### src/rtl/spce_pkg.sv
// Shared types, constants and helpers for the servo pulse command encoder.
package spce_pkg;

  typedef enum logic {
    OP_SET    = 1'b0,
    OP_RESEND = 1'b1
  } op_t;

  localparam logic [2:0] REG_SERVO  = 3'd0;
  localparam logic [2:0] REG_OFFSET = 3'd1;
  localparam logic [2:0] REG_LOWEST = 3'd2;
  localparam logic [2:0] REG_HIGHEST = 3'd3;
  localparam logic [2:0] REG_REVERSE = 3'd4;

  localparam logic [7:0] CH_HASH = 8'h23;
  localparam logic [7:0] CH_BANG = 8'h21;
  localparam logic [7:0] CH_P    = 8'h50;
  localparam logic [7:0] CH_T    = 8'h54;
  localparam logic [7:0] CH_ZERO = 8'h30;

  localparam logic [3:0] IDX_HASH = 4'd0;
  localparam logic [3:0] IDX_P    = 4'd4;
  localparam logic [3:0] IDX_T    = 4'd9;
  localparam logic [3:0] LAST_IDX = 4'd14;

  localparam logic [13:0] TIME_MAX = 14'd9999;

  // pulse*1e4 = 15e6 + a*1667 + off*1e4; the 15e6 and off terms are folded in after
  // the divide. Bias of 5500*1e4 keeps the dividend positive, 5000 rounds.
  localparam logic signed [27:0] ANG_GAIN = 28'sd1667;
  localparam logic signed [27:0] DIV_BIAS = 28'sd55005000;
  // floor(v/10000) = (v*RECIP) >> 40, exact for v < 2^27
  localparam logic [26:0] RECIP      = 27'd109951163;
  localparam logic signed [15:0] Q_SHIFT = 16'sd4000;
  localparam logic signed [15:0] PULSE_MIN = 16'sd500;
  localparam logic signed [15:0] PULSE_MAX = 16'sd2500;

  localparam int QDEPTH = 4;
  localparam int QAW    = 2;

  typedef struct packed {
    logic signed [10:0] pulse_offset;
    logic signed [15:0] lowest_angle;
    logic signed [15:0] highest_angle;
    logic               reverse_sense;
  } cfg_t;

  typedef struct packed {
    logic [11:0]        pulse;
    logic signed [15:0] angle;
    logic [13:0]        mtime;
  } cmd_t;

  // place value of the digit printed at frame position idx
  function automatic logic [9:0] digit_weight(input logic [3:0] idx);
    logic [9:0] w;
    case (idx)
      4'd1:  w = 10'd100;
      4'd2:  w = 10'd10;
      4'd5:  w = 10'd1000;
      4'd6:  w = 10'd100;
      4'd7:  w = 10'd10;
      4'd10: w = 10'd1000;
      4'd11: w = 10'd100;
      4'd12: w = 10'd10;
      default: w = 10'd1;
    endcase
    return w;
  endfunction

endpackage

### src/rtl/spce_front.sv
// Front end: accepts commands, clamps the angle and computes the pulse width.
module spce_front (
  input  logic               clk,
  input  logic               rst,
  input  logic               s_tvalid,
  output logic               s_tready,
  input  logic [31:0]        s_tdata,   // angle_cd[15:0], move_time[31:16]
  input  logic               s_tuser,   // opcode
  input  spce_pkg::cfg_t     cfg,
  output logic               push_valid,
  input  logic               push_ready,
  output spce_pkg::cmd_t     push_data
);

  logic signed [15:0] held_angle;
  logic signed [15:0] angle_in, a_clamp, a_rev, a_sel;
  logic [15:0]        mtime_in;
  logic [13:0]        mtime_sat;
  logic               adv, take;

  logic               v1, v2, v3;
  logic signed [15:0] a1, a2, a3;
  logic [13:0]        t1, t2, t3;
  logic signed [10:0] off1, off2, off3;
  logic [26:0]        div2;
  logic [13:0]        q3;

  logic signed [27:0] a1_ext, sum1;
  logic [53:0]        prod2;
  logic signed [15:0] p_raw;
  logic [11:0]        p_clamp;

  assign angle_in = s_tdata[15:0];
  assign mtime_in = s_tdata[31:16];

  always_comb begin
    a_clamp = angle_in;
    if (a_clamp < cfg.lowest_angle) a_clamp = cfg.lowest_angle;
    if (a_clamp > cfg.highest_angle) a_clamp = cfg.highest_angle;
    a_rev = a_clamp;
    if (cfg.reverse_sense) begin
      a_rev = (a_clamp == 16'sh8000) ? 16'sh7fff : -a_clamp;
    end
    a_sel = (spce_pkg::op_t'(s_tuser) == spce_pkg::OP_SET) ? a_rev : held_angle;
    mtime_sat = (mtime_in > 16'(spce_pkg::TIME_MAX)) ? spce_pkg::TIME_MAX : mtime_in[13:0];
  end

  assign adv      = !v3 || push_ready;
  assign s_tready = adv;
  assign take     = s_tvalid && adv;

  assign a1_ext = 28'(a1);
  assign sum1   = a1_ext * spce_pkg::ANG_GAIN + spce_pkg::DIV_BIAS;
  assign prod2  = 54'(div2) * 54'(spce_pkg::RECIP);

  always_ff @(posedge clk) begin
    if (rst) begin
      v1 <= 1'b0;
      v2 <= 1'b0;
      v3 <= 1'b0;
      held_angle <= '0;
    end else begin
      if (take) held_angle <= a_sel;
      if (adv) begin
        v1 <= s_tvalid;
        v2 <= v1;
        v3 <= v2;
      end
    end
  end

  always_ff @(posedge clk) begin
    if (adv) begin
      a1   <= a_sel;
      t1   <= mtime_sat;
      off1 <= cfg.pulse_offset;
      a2   <= a1;
      t2   <= t1;
      off2 <= off1;
      div2 <= sum1[26:0];
      a3   <= a2;
      t3   <= t2;
      off3 <= off2;
      q3   <= prod2[53:40];
    end
  end

  always_comb begin
    p_raw = $signed({2'b00, q3}) - spce_pkg::Q_SHIFT + 16'(off3);
    if (p_raw < spce_pkg::PULSE_MIN) p_clamp = 12'(spce_pkg::PULSE_MIN);
    else if (p_raw > spce_pkg::PULSE_MAX) p_clamp = 12'(spce_pkg::PULSE_MAX);
    else p_clamp = p_raw[11:0];
  end

  assign push_valid      = v3;
  assign push_data.pulse = p_clamp;
  assign push_data.angle = a3;
  assign push_data.mtime = t3;

endmodule

### src/rtl/spce_queue.sv
// Small command queue between the front and back ends.
module spce_queue (
  input  logic           clk,
  input  logic           rst,
  input  logic           push_valid,
  output logic           push_ready,
  input  spce_pkg::cmd_t push_data,
  output logic           pop_valid,
  input  logic           pop,
  output spce_pkg::cmd_t pop_data
);

  spce_pkg::cmd_t entries [spce_pkg::QDEPTH];
  logic [spce_pkg::QAW-1:0] wptr, rptr;
  logic [spce_pkg::QAW:0]   count;
  logic                     do_push, do_pop;

  assign push_ready = count != (spce_pkg::QAW+1)'(spce_pkg::QDEPTH);
  assign pop_valid  = count != '0;
  assign pop_data   = entries[rptr];
  assign do_push    = push_valid && push_ready;
  assign do_pop     = pop && pop_valid;

  always_ff @(posedge clk) begin
    if (rst) begin
      wptr  <= '0;
      rptr  <= '0;
      count <= '0;
    end else begin
      if (do_push) wptr <= wptr + 1'b1;
      if (do_pop) rptr <= rptr + 1'b1;
      if (do_push && !do_pop) count <= count + 1'b1;
      else if (do_pop && !do_push) count <= count - 1'b1;
    end
  end

  always_ff @(posedge clk) begin
    if (do_push) entries[wptr] <= push_data;
  end

  a_count_max: assert property (@(posedge clk) disable iff (rst)
    count <= (spce_pkg::QAW+1)'(spce_pkg::QDEPTH))
    else $error("queue count beyond depth");
  a_empty_ptrs: assert property (@(posedge clk) disable iff (rst)
    count == '0 |-> wptr == rptr)
    else $error("empty queue with unequal pointers");

endmodule

### src/rtl/spce_back.sv
// Back end: prints one command as a 15-byte ASCII frame, one byte per word.
module spce_back (
  input  logic           clk,
  input  logic           rst,
  input  logic           q_valid,
  input  spce_pkg::cmd_t q_data,
  output logic           pop,
  input  logic [7:0]     servo_number,
  output logic           m_tvalid,
  input  logic           m_tready,
  output logic [39:0]    m_tdata,   // char_byte[7:0], pulse[19:8], applied_angle[35:20], zero pad
  output logic           m_tlast    // last
);

  typedef enum logic [1:0] {
    BK_IDLE = 2'b01,
    BK_RUN  = 2'b10
  } bk_state_t;

  bk_state_t      state;
  logic [3:0]     idx;
  spce_pkg::cmd_t cur;
  logic [13:0]    rem, rem_next;
  logic [9:0]     w;
  logic [3:0]     d;
  logic [7:0]     ch;
  logic           emit, last_char;

  assign emit      = (state == BK_RUN) && (!m_tvalid || m_tready);
  assign last_char = idx == spce_pkg::LAST_IDX;
  assign pop       = q_valid && ((state == BK_IDLE) || (emit && last_char));

  // leading digit by parallel compares against multiples of the place value
  always_comb begin
    w = spce_pkg::digit_weight(idx);
    d = 4'd0;
    for (int k = 1; k <= 9; k++) begin
      if (rem >= 14'(k) * 14'(w)) d = 4'(k);
    end
    case (idx)
      spce_pkg::IDX_HASH: begin
        ch = spce_pkg::CH_HASH;
        rem_next = 14'(servo_number);
      end
      spce_pkg::IDX_P: begin
        ch = spce_pkg::CH_P;
        rem_next = 14'(cur.pulse);
      end
      spce_pkg::IDX_T: begin
        ch = spce_pkg::CH_T;
        rem_next = cur.mtime;
      end
      spce_pkg::LAST_IDX: begin
        ch = spce_pkg::CH_BANG;
        rem_next = rem;
      end
      default: begin
        ch = spce_pkg::CH_ZERO + 8'(d);
        rem_next = rem - 14'(d) * 14'(w);
      end
    endcase
  end

  always_ff @(posedge clk) begin
    if (rst) begin
      state    <= BK_IDLE;
      idx      <= '0;
      m_tvalid <= 1'b0;
    end else begin
      if (emit) m_tvalid <= 1'b1;
      else if (m_tready) m_tvalid <= 1'b0;
      case (state)
        BK_IDLE: begin
          if (pop) begin
            state <= BK_RUN;
            idx   <= '0;
          end
        end
        BK_RUN: begin
          if (emit) begin
            if (last_char) begin
              idx <= '0;
              if (!pop) state <= BK_IDLE;
            end else begin
              idx <= idx + 1'b1;
            end
          end
        end
        default: state <= BK_IDLE;
      endcase
    end
  end

  always_ff @(posedge clk) begin
    if (pop) cur <= q_data;
    if (emit) begin
      rem     <= rem_next;
      m_tdata <= {4'b0000, cur.angle, cur.pulse, ch};
      m_tlast <= last_char;
    end
  end

  a_idx_range: assert property (@(posedge clk) disable iff (rst)
    idx <= spce_pkg::LAST_IDX)
    else $error("frame index out of range");
  a_last_bang: assert property (@(posedge clk) disable iff (rst)
    m_tvalid && m_tlast |-> m_tdata[7:0] == spce_pkg::CH_BANG)
    else $error("frame end is not the closing mark");
  a_mid_frame: assert property (@(posedge clk) disable iff (rst)
    m_tvalid && !m_tlast |-> state == BK_RUN)
    else $error("back end left frame early");

endmodule

### src/rtl/servo_pulse_command_encoder_core.sv
// A command word passes the front-end pipeline, the queue and the back-end output
// register before the first byte of its frame is valid. The back end prints 15-byte frames
// at one byte per cycle while m_tready is high; the front end and a 4-entry queue take new
// commands meanwhile. Reset (synchronous, rst high): pipelines and queue empty, registers
// to defaults, held angle 0.
module servo_pulse_command_encoder_core (
  input  logic        clk,
  input  logic        rst,
  input  logic        s_tvalid,
  output logic        s_tready,
  input  logic [31:0] s_tdata,   // angle_cd[15:0], move_time[31:16]
  input  logic        s_tuser,   // opcode
  output logic        m_tvalid,
  input  logic        m_tready,
  output logic [39:0] m_tdata,   // char_byte[7:0], pulse[19:8], applied_angle[35:20], zero pad
  output logic        m_tlast,   // last
  input  logic        psel,
  input  logic        penable,
  input  logic        pwrite,
  input  logic [4:0]  paddr,
  input  logic [31:0] pwdata,
  output logic [31:0] prdata,
  output logic        pready
);

  logic [7:0]         servo_number;
  logic signed [10:0] pulse_offset;
  logic signed [15:0] lowest_angle, highest_angle;
  logic               reverse_sense;
  logic               wr_en;
  spce_pkg::cfg_t     cfg;

  logic               push_valid, push_ready, q_valid, pop;
  spce_pkg::cmd_t     push_data, q_data;

  assign pready = 1'b1;
  assign wr_en  = psel && penable && pwrite && pready;

  always_ff @(posedge clk) begin
    if (rst) begin
      servo_number  <= '0;
      pulse_offset  <= '0;
      lowest_angle  <= -16'sd6000;
      highest_angle <= 16'sd6000;
      reverse_sense <= 1'b0;
    end else if (wr_en) begin
      case (paddr[4:2])
        spce_pkg::REG_SERVO:   servo_number  <= pwdata[7:0];
        spce_pkg::REG_OFFSET:  pulse_offset  <= pwdata[10:0];
        spce_pkg::REG_LOWEST:  lowest_angle  <= pwdata[15:0];
        spce_pkg::REG_HIGHEST: highest_angle <= pwdata[15:0];
        spce_pkg::REG_REVERSE: reverse_sense <= pwdata[0];
        default: ;
      endcase
    end
  end

  always_comb begin
    case (paddr[4:2])
      spce_pkg::REG_SERVO:   prdata = 32'(servo_number);
      spce_pkg::REG_OFFSET:  prdata = 32'(pulse_offset);
      spce_pkg::REG_LOWEST:  prdata = 32'(lowest_angle);
      spce_pkg::REG_HIGHEST: prdata = 32'(highest_angle);
      spce_pkg::REG_REVERSE: prdata = 32'(reverse_sense);
      default:               prdata = '0;
    endcase
  end

  assign cfg.pulse_offset  = pulse_offset;
  assign cfg.lowest_angle  = lowest_angle;
  assign cfg.highest_angle = highest_angle;
  assign cfg.reverse_sense = reverse_sense;

  spce_front u_front (
    .clk        (clk),
    .rst        (rst),
    .s_tvalid   (s_tvalid),
    .s_tready   (s_tready),
    .s_tdata    (s_tdata),
    .s_tuser    (s_tuser),
    .cfg        (cfg),
    .push_valid (push_valid),
    .push_ready (push_ready),
    .push_data  (push_data)
  );

  spce_queue u_queue (
    .clk        (clk),
    .rst        (rst),
    .push_valid (push_valid),
    .push_ready (push_ready),
    .push_data  (push_data),
    .pop_valid  (q_valid),
    .pop        (pop),
    .pop_data   (q_data)
  );

  spce_back u_back (
    .clk          (clk),
    .rst          (rst),
    .q_valid      (q_valid),
    .q_data       (q_data),
    .pop          (pop),
    .servo_number (servo_number),
    .m_tvalid     (m_tvalid),
    .m_tready     (m_tready),
    .m_tdata      (m_tdata),
    .m_tlast      (m_tlast)
  );

endmodule
### config.mk
export PLATFORM = sky130hd
export DESIGN_NAME = servo_pulse_command_encoder_core
export DESIGN_NICKNAME = d
export VERILOG_FILES = /design/src/rtl/spce_pkg.sv /design/src/rtl/spce_front.sv /design/src/rtl/spce_queue.sv /design/src/rtl/spce_back.sv /design/src/rtl/servo_pulse_command_encoder_core.sv
export SDC_FILE = /design/constraint.sdc
export NUM_CORES = 2
export LEC_CHECK = 0
export BUFFER_PORTS_ARGS = -buffer_cell sky130_fd_sc_hd__buf_2
export CAP_MARGIN = 40
export CORE_MARGIN = 1.5
export CORE_UTILIZATION = 45
export CTS_CLUSTER_SIZE = 20
export DETAILED_ROUTE_END_ITERATION = 8
export SETUP_SLACK_MARGIN = 0.05
export SLEW_MARGIN = 5
export SYNTH_ARGS = -nofsm -noshare
export SYNTH_HDL_FRONTEND = slang
export SYNTH_HIERARCHICAL = 1
export SYNTH_SLANG_ARGS = --single-unit
### constraint.sdc
create_clock -name clk -period 7.5 [get_ports clk]
set_clock_uncertainty 0.05 [all_clocks]
set_input_delay 1.5 -clock clk [delete_from_list [all_inputs] [get_ports clk]]
set_output_delay 1.5 -clock clk [all_outputs]
set_load 0.02 [all_outputs]
* After elaboration in Yosys (flattened, before gate mapping)
Memory sizes are Yosys's and may differ from the RTL's. A register that Yosys moved wholly into a read port is not among the register bits.
Index checks and enable logic that the tools add are counted.
** Storage, ports and cells
- Input bits :: 77
- Flip-flop bits (word level) :: 300
- Memory bits (writable) :: 168
- Memories :: 2
- Logic and storage cells :: 147
- Memory bits (read-only) :: 144
- Output and inout port bits :: 76
** Memories
- u_queue.entries :: depth 4, width 42, rd ports 1, clocked after Yosys merged registers in 1, write ports 1, line spce_queue.sv:13 : spce_pkg::cmd_t entries [spce_pkg::QDEPTH];
- (name not given) :: depth 16, width 9, rd ports 1, clocked after Yosys merged registers in 1, write ports 0, line spce_pkg.sv:57 : case (idx)
** Cells by class
- Bitwise logic cells :: 1
- Order comparisons :: 14
- $add $sub $neg :: 11
- Reduce and logical (&&, ||, !) cells :: 31
- Multipliers :: 8
- Multiplexer cells :: 36
- Equal/unequal tests :: 15
** Operators with widths (number)
- 32-bit case mux with 5 select lines :: 1
- 16-bit two-way mux :: 5
- 14-bit by 13-bit >= comparator with 1-bit output :: 4
- 14-bit case mux with 4 select lines :: 1
- 27-bit by 27-bit multiplier with 54-bit output (second input constant) :: 1
- 8-bit case mux with 4 select lines :: 1
- 14-bit by 12-bit >= comparator with 1-bit output :: 2
- 4-bit two-way mux :: 7
- 27-bit adder (second input constant) :: 1
- 16-bit by 12-bit multiplier with 27-bit output (second input constant) :: 1
- 3-bit by 10-bit multiplier with 13-bit output (first input constant) :: 2
- 2-bit by 10-bit multiplier with 12-bit output (first input constant) :: 2
- 12-bit two-way mux :: 2
- 3-bit two-way mux :: 6
- 15-bit by 11-bit adder with 16-bit output :: 1
- 16-bit equality test (second input constant) :: 1
- 16-bit by 13-bit > comparator with 1-bit output (second input constant) :: 1
- 16-bit by 14-bit > comparator with 1-bit output (second input constant) :: 1
- 16-bit > comparator :: 1
- 16-bit by 10-bit less-than comparator with 1-bit output (second input constant) :: 1
- 16-bit less-than comparator :: 1
- 16-bit negation :: 1
- 14-bit by 12-bit subtractor with 15-bit output (second input constant) :: 1
- 14-bit by 10-bit >= comparator with 1-bit output :: 1
- other kinds (35) :: 70

* Depth between registers and ports, before layout
- Depth in word-level cells :: 13
- Depth in mapped cells :: 35
- Gate-level depth less buffers :: 35

* Hierarchy
The synthesis kept the hierarchy.
** By module, submodules not included
- spce_front :: seq. area each 5275.1 um2, cells an instance 2324, area each 24801.3 um2, times used 1
- spce_back :: seq. area each 3022.9 um2, cells an instance 795, area each 8375.5 um2, times used 1
- spce_queue :: seq. area each 5225.0 um2, cells an instance 268, area each 6578.8 um2, times used 1
- servo_pulse_command_encoder_core :: seq. area each 1041.0 um2, cells an instance 291, area each 2747.6 um2, times used 1

* Worst setup path before layout
OpenSTA, ideal clock, no wires.
- Kind :: register to register
- Start :: reg u_back/w[2] (netlist name)
- End :: reg u_back.rem[12], data pin
- Slack :: 107 ps
- Period minus slack after synthesis :: 7393 ps
- Arrival time :: 7075 ps
- Cell stages (with the launch flop) :: 32
- Path buffers :: 0
- Required time :: 7182 ps
- Library setup time :: 268 ps
- Cells stage by stage :: dfxtp_1 fa_1 ha_1 fa_1 a21o_1 a21oi_1 nor2_1 o21ai_0 nand2b_1 a21oi_1 xnor2_1 ha_1 a21oi_1 nor2b_1 o21ai_0 nand2_1 a211o_1 a311oi_2 nor3_1 inv_1 fa_1 fa_1 inv_1 fa_1 inv_1 ha_1 and2_1 a31o_2 a41o_1 o41ai_1 xor2_1 o21ai_0
** Between the ends
- Longest elaborated chain between the ends :: 13
- Elaborated cells between the ends (all ways) :: 26
- Those cells by class :: add/sub (1); mul (6); order compare (9); mux (10)
** RTL lines
- parallel branches: the longest is 10 deep, another holds 14-bit by 12-bit >= comparator with 1-bit output
- 4-bit by 10-bit multiplier with 14-bit output * :: line spce_back.sv:59 : rem_next = rem - 14'(d) * 14'(w);
- 14-bit subtractor * :: line spce_back.sv:59
- 14-bit case mux with 4 select lines * :: line spce_back.sv:40 : case (idx)
- named net u_back.rem_next[12] :: line spce_back.sv:23 : logic [13:0] rem, rem_next;
- end signal: assignment :: line spce_back.sv:97 : rem <= rem_next;
- end: declaration :: line spce_back.sv:23
Mark *: on every way through the listed nets, which the timed path passes.
A chain may end at the register's enable or synchronous reset.

* Worst setup path in the final report
- Start :: reg u_back/w[2] (netlist name)
- End :: reg u_back.rem[12], data pin
** Between the ends
- Longest elaborated chain between the ends :: 13
- Elaborated cells between the ends (all ways) :: 26
- Those cells by class :: add/sub (1); mul (6); order compare (9); mux (10)
** RTL lines (line)
- parallel branches: the longest is 10 deep, another holds 14-bit by 12-bit >= comparator with 1-bit output
- 4-bit by 10-bit multiplier with 14-bit output * :: spce_back.sv:59
- 14-bit subtractor * :: spce_back.sv:59
- 14-bit case mux with 4 select lines * :: spce_back.sv:40
- named net u_back.rem_next[12] :: spce_back.sv:23
Marked as above.

==> impl_metrics.toml <==
[detailed_routing]
dr.pass1.iters = 5
drt_wl_total_mm = 97.1
ant_nets = 0
route.detailed.drc = 0
vias = 27000
drt_iter0_drc = 1505
wire_per_inst_um = 18.3
viasPerCell = 5.09

[setup_path]
start_kind = "register"
critPathArrivalTime_ps = 7600
worstPathRequired_ps = 7820
cp_num_buf_inv = 2
setup.worst_path.class = "register to register"
path_depth = 32
crit_fanout = 6
endpoint_kind = "register"
ff2ff_path_depth = 32
critPathTopFamily = "adder cells"
cpPeakStageDelay_ps = 570
worst_path_max_delay_cell = "fa_1"

[timing]
setup_viol = 0
fin_crit_sh_pct = 97.0
report.final.slew_viol_count = 0
rsz0062_at_grt = "true"
finalHoldViolCount = 0
maxSlewHeadroom_pct = 43.7
fin_setup_tns_ps = 0
fin_crit_ps = 7280
tightest_slew_ps = 844
max_freq_mhz = 137
finalWorstSetupSlack_ps = 222

[logic_synthesis]
ys.flop_type = "edfxtp_1"
netlist_area_um2 = 42500
async_reset_ff_share_pct = 0
syn_avg_cell_area_um2 = 11.6
ys_ff_latch = 516
yosysMostFrequentCell = "inv_1"
ys_seq_area_share_pct = 34.3
ys_types = 101
ys_warn_count = 6
synth_top_area_share_pct = 29.9
synth_common_cells = "inv_1 (776), ha_1 (554), edfxtp_1 (423)"
synth_top_cell_by_area = "edfxtp_1"
synth_edf_count = 423
synth_area_leaders = "edfxtp_1 (30%), fa_1 (19%), ha_1 (16%), inv_1 (6.9%), dfxtp_1 (4.4%)"
synth_cells = 3678

[cts]
path_clk_slew_ps = 60
cts_buffer_depth = 3
cts.sinks = 516
cts_tree = "built"
cts_buffers = 54
h-tree-depth = 2
clockRootBuffer = "clkbuf_16"
insertion_delay_ps = 620

[floorplanning]
dieArea_um2 = 96300
num_rows = 112
start_util_pct = 45.5
die-width_um = 310
ioPinCount = 153
coreArea_um2 = 93500
die_h_um = 310

[flow_run]
maxCapViolations = 0

[layout]
fin_area_um2 = 48400
num-fill-cells = 8273
drive_gt1_share_pct = 16.1
area_delta_synth_final_pct = 14.0
final_cells = 5315
final_nets = 5041

[min_path]
hold_depth = 0
hp-class = "register to register"

[run_status]
outcome = "complete, no violations"

[global_routing]
track_usage_pct = 20.7
antenna_found_initial = 2
grt_pass1_wl_mm = 153
grt-ovfl-total = 0
grt_pass1_vias = 27700
grt_max_degree = 137

[placement]
io_buffers = 128
placed_area_um2 = 46000
dp_hpwl_mm = 78.1
numPlacedInstances = 5203
place.gp.congestion = 0.935
dp_slack_ps = -193
[cell families (layout without fill, tap and decap cells)]
logic type                 Yosys count  count (layout)  synth area share, %
xor gates and xnor gates           115             115                 2.37
AOI/OAI and AO/OA                  508             508                 8.05
muxes                              149             149                 5.05
other                                2               7               0.0177
adders and majority gates          950             950                 35.0
buffers and inverters              862            1240                 8.13
and+or+nand+nor                    576             576                 7.16
DFF                                516             516                 34.3
[state kept, by name, summed over array words and instances (netlist names), 26 cells and up, named ones only]
signal and flops:
u_front/div2 26, u_back/cur 42, u_queue/entries 168, u_back/m_tdata 35
[final timing paths]
kind,start,slack [ps],end
setup / recovery,u_back/w[2],220,u_back/rem[12]
hold / removal,u_front/off2[6],360,u_front/off3[6]
setup reg to reg,u_back/w[2],220,u_back/rem[12]
hold reg to reg,u_front/off2[6],360,u_front/off3[6]
[metal layers]
layer / wire [µm] / global-route usage [%] / vias to the layer above / part of all wire (%)
li1: - / - / 13100 / -
met1: 45100 / 29.3 / 13300 / 46
met2: 44900 / 33.7 / 549 / 46
met3: 5130 / 3.21 / 120 / 5.3
met4: 1980 / 4.48 / 0 / 2.0
met5: 0 / 0 / - / 0
[area by class of cell]
cell class	instances	area, µm²	share of cell area [%]
diodes	1	2.50	0.00517
clock buffers	67	1450	2.99
clock inverters	35	533	1.10
inverters	777	2920	6.03
multi-input cells	2304	24900	51.4
flip-flops and latches	516	14600	30.1
well taps	1254	1570	3.24
repair buffers	361	2480	5.13
[stage by stage]
step / util (%) / hold WS (ps)
4_1_cts: 51.4 / 368
3_3_place_gp: 49.1 / 352
2_1_floorplan: - / 350
5_1_grt: 51.8 / 370
6_report: 51.8 / 365
3_5_place_dp: 49.2 / 355
[timing repair]
action	in CTS	in global routing
resized for setup	12	86
pin swaps	0	53
buffers inserted	1	8
endpoints found under the hold margin	0	0
hold buffers	0	0
endpoints found under the setup margin	7	14
[cells in the final DEF, fill, tap and decap left out, drive strengths merged, types with 48 or more instances in the layout]
cell / instances
mux4: 49
clkbuf: 67
a21o: 52
edfxtp: 423
ha: 554
o21ai: 124
xnor2: 67
inv: 781
nor2: 140
nand2b: 86
dfxtp: 93
xor2: 48
buf: 361
a21oi: 134
mux2i: 74
fa: 396
nand2: 104
nor2b: 55
Power is not shown: default switching activity piles up to over one toggle a cycle in this logic, so the estimate is an artifact.
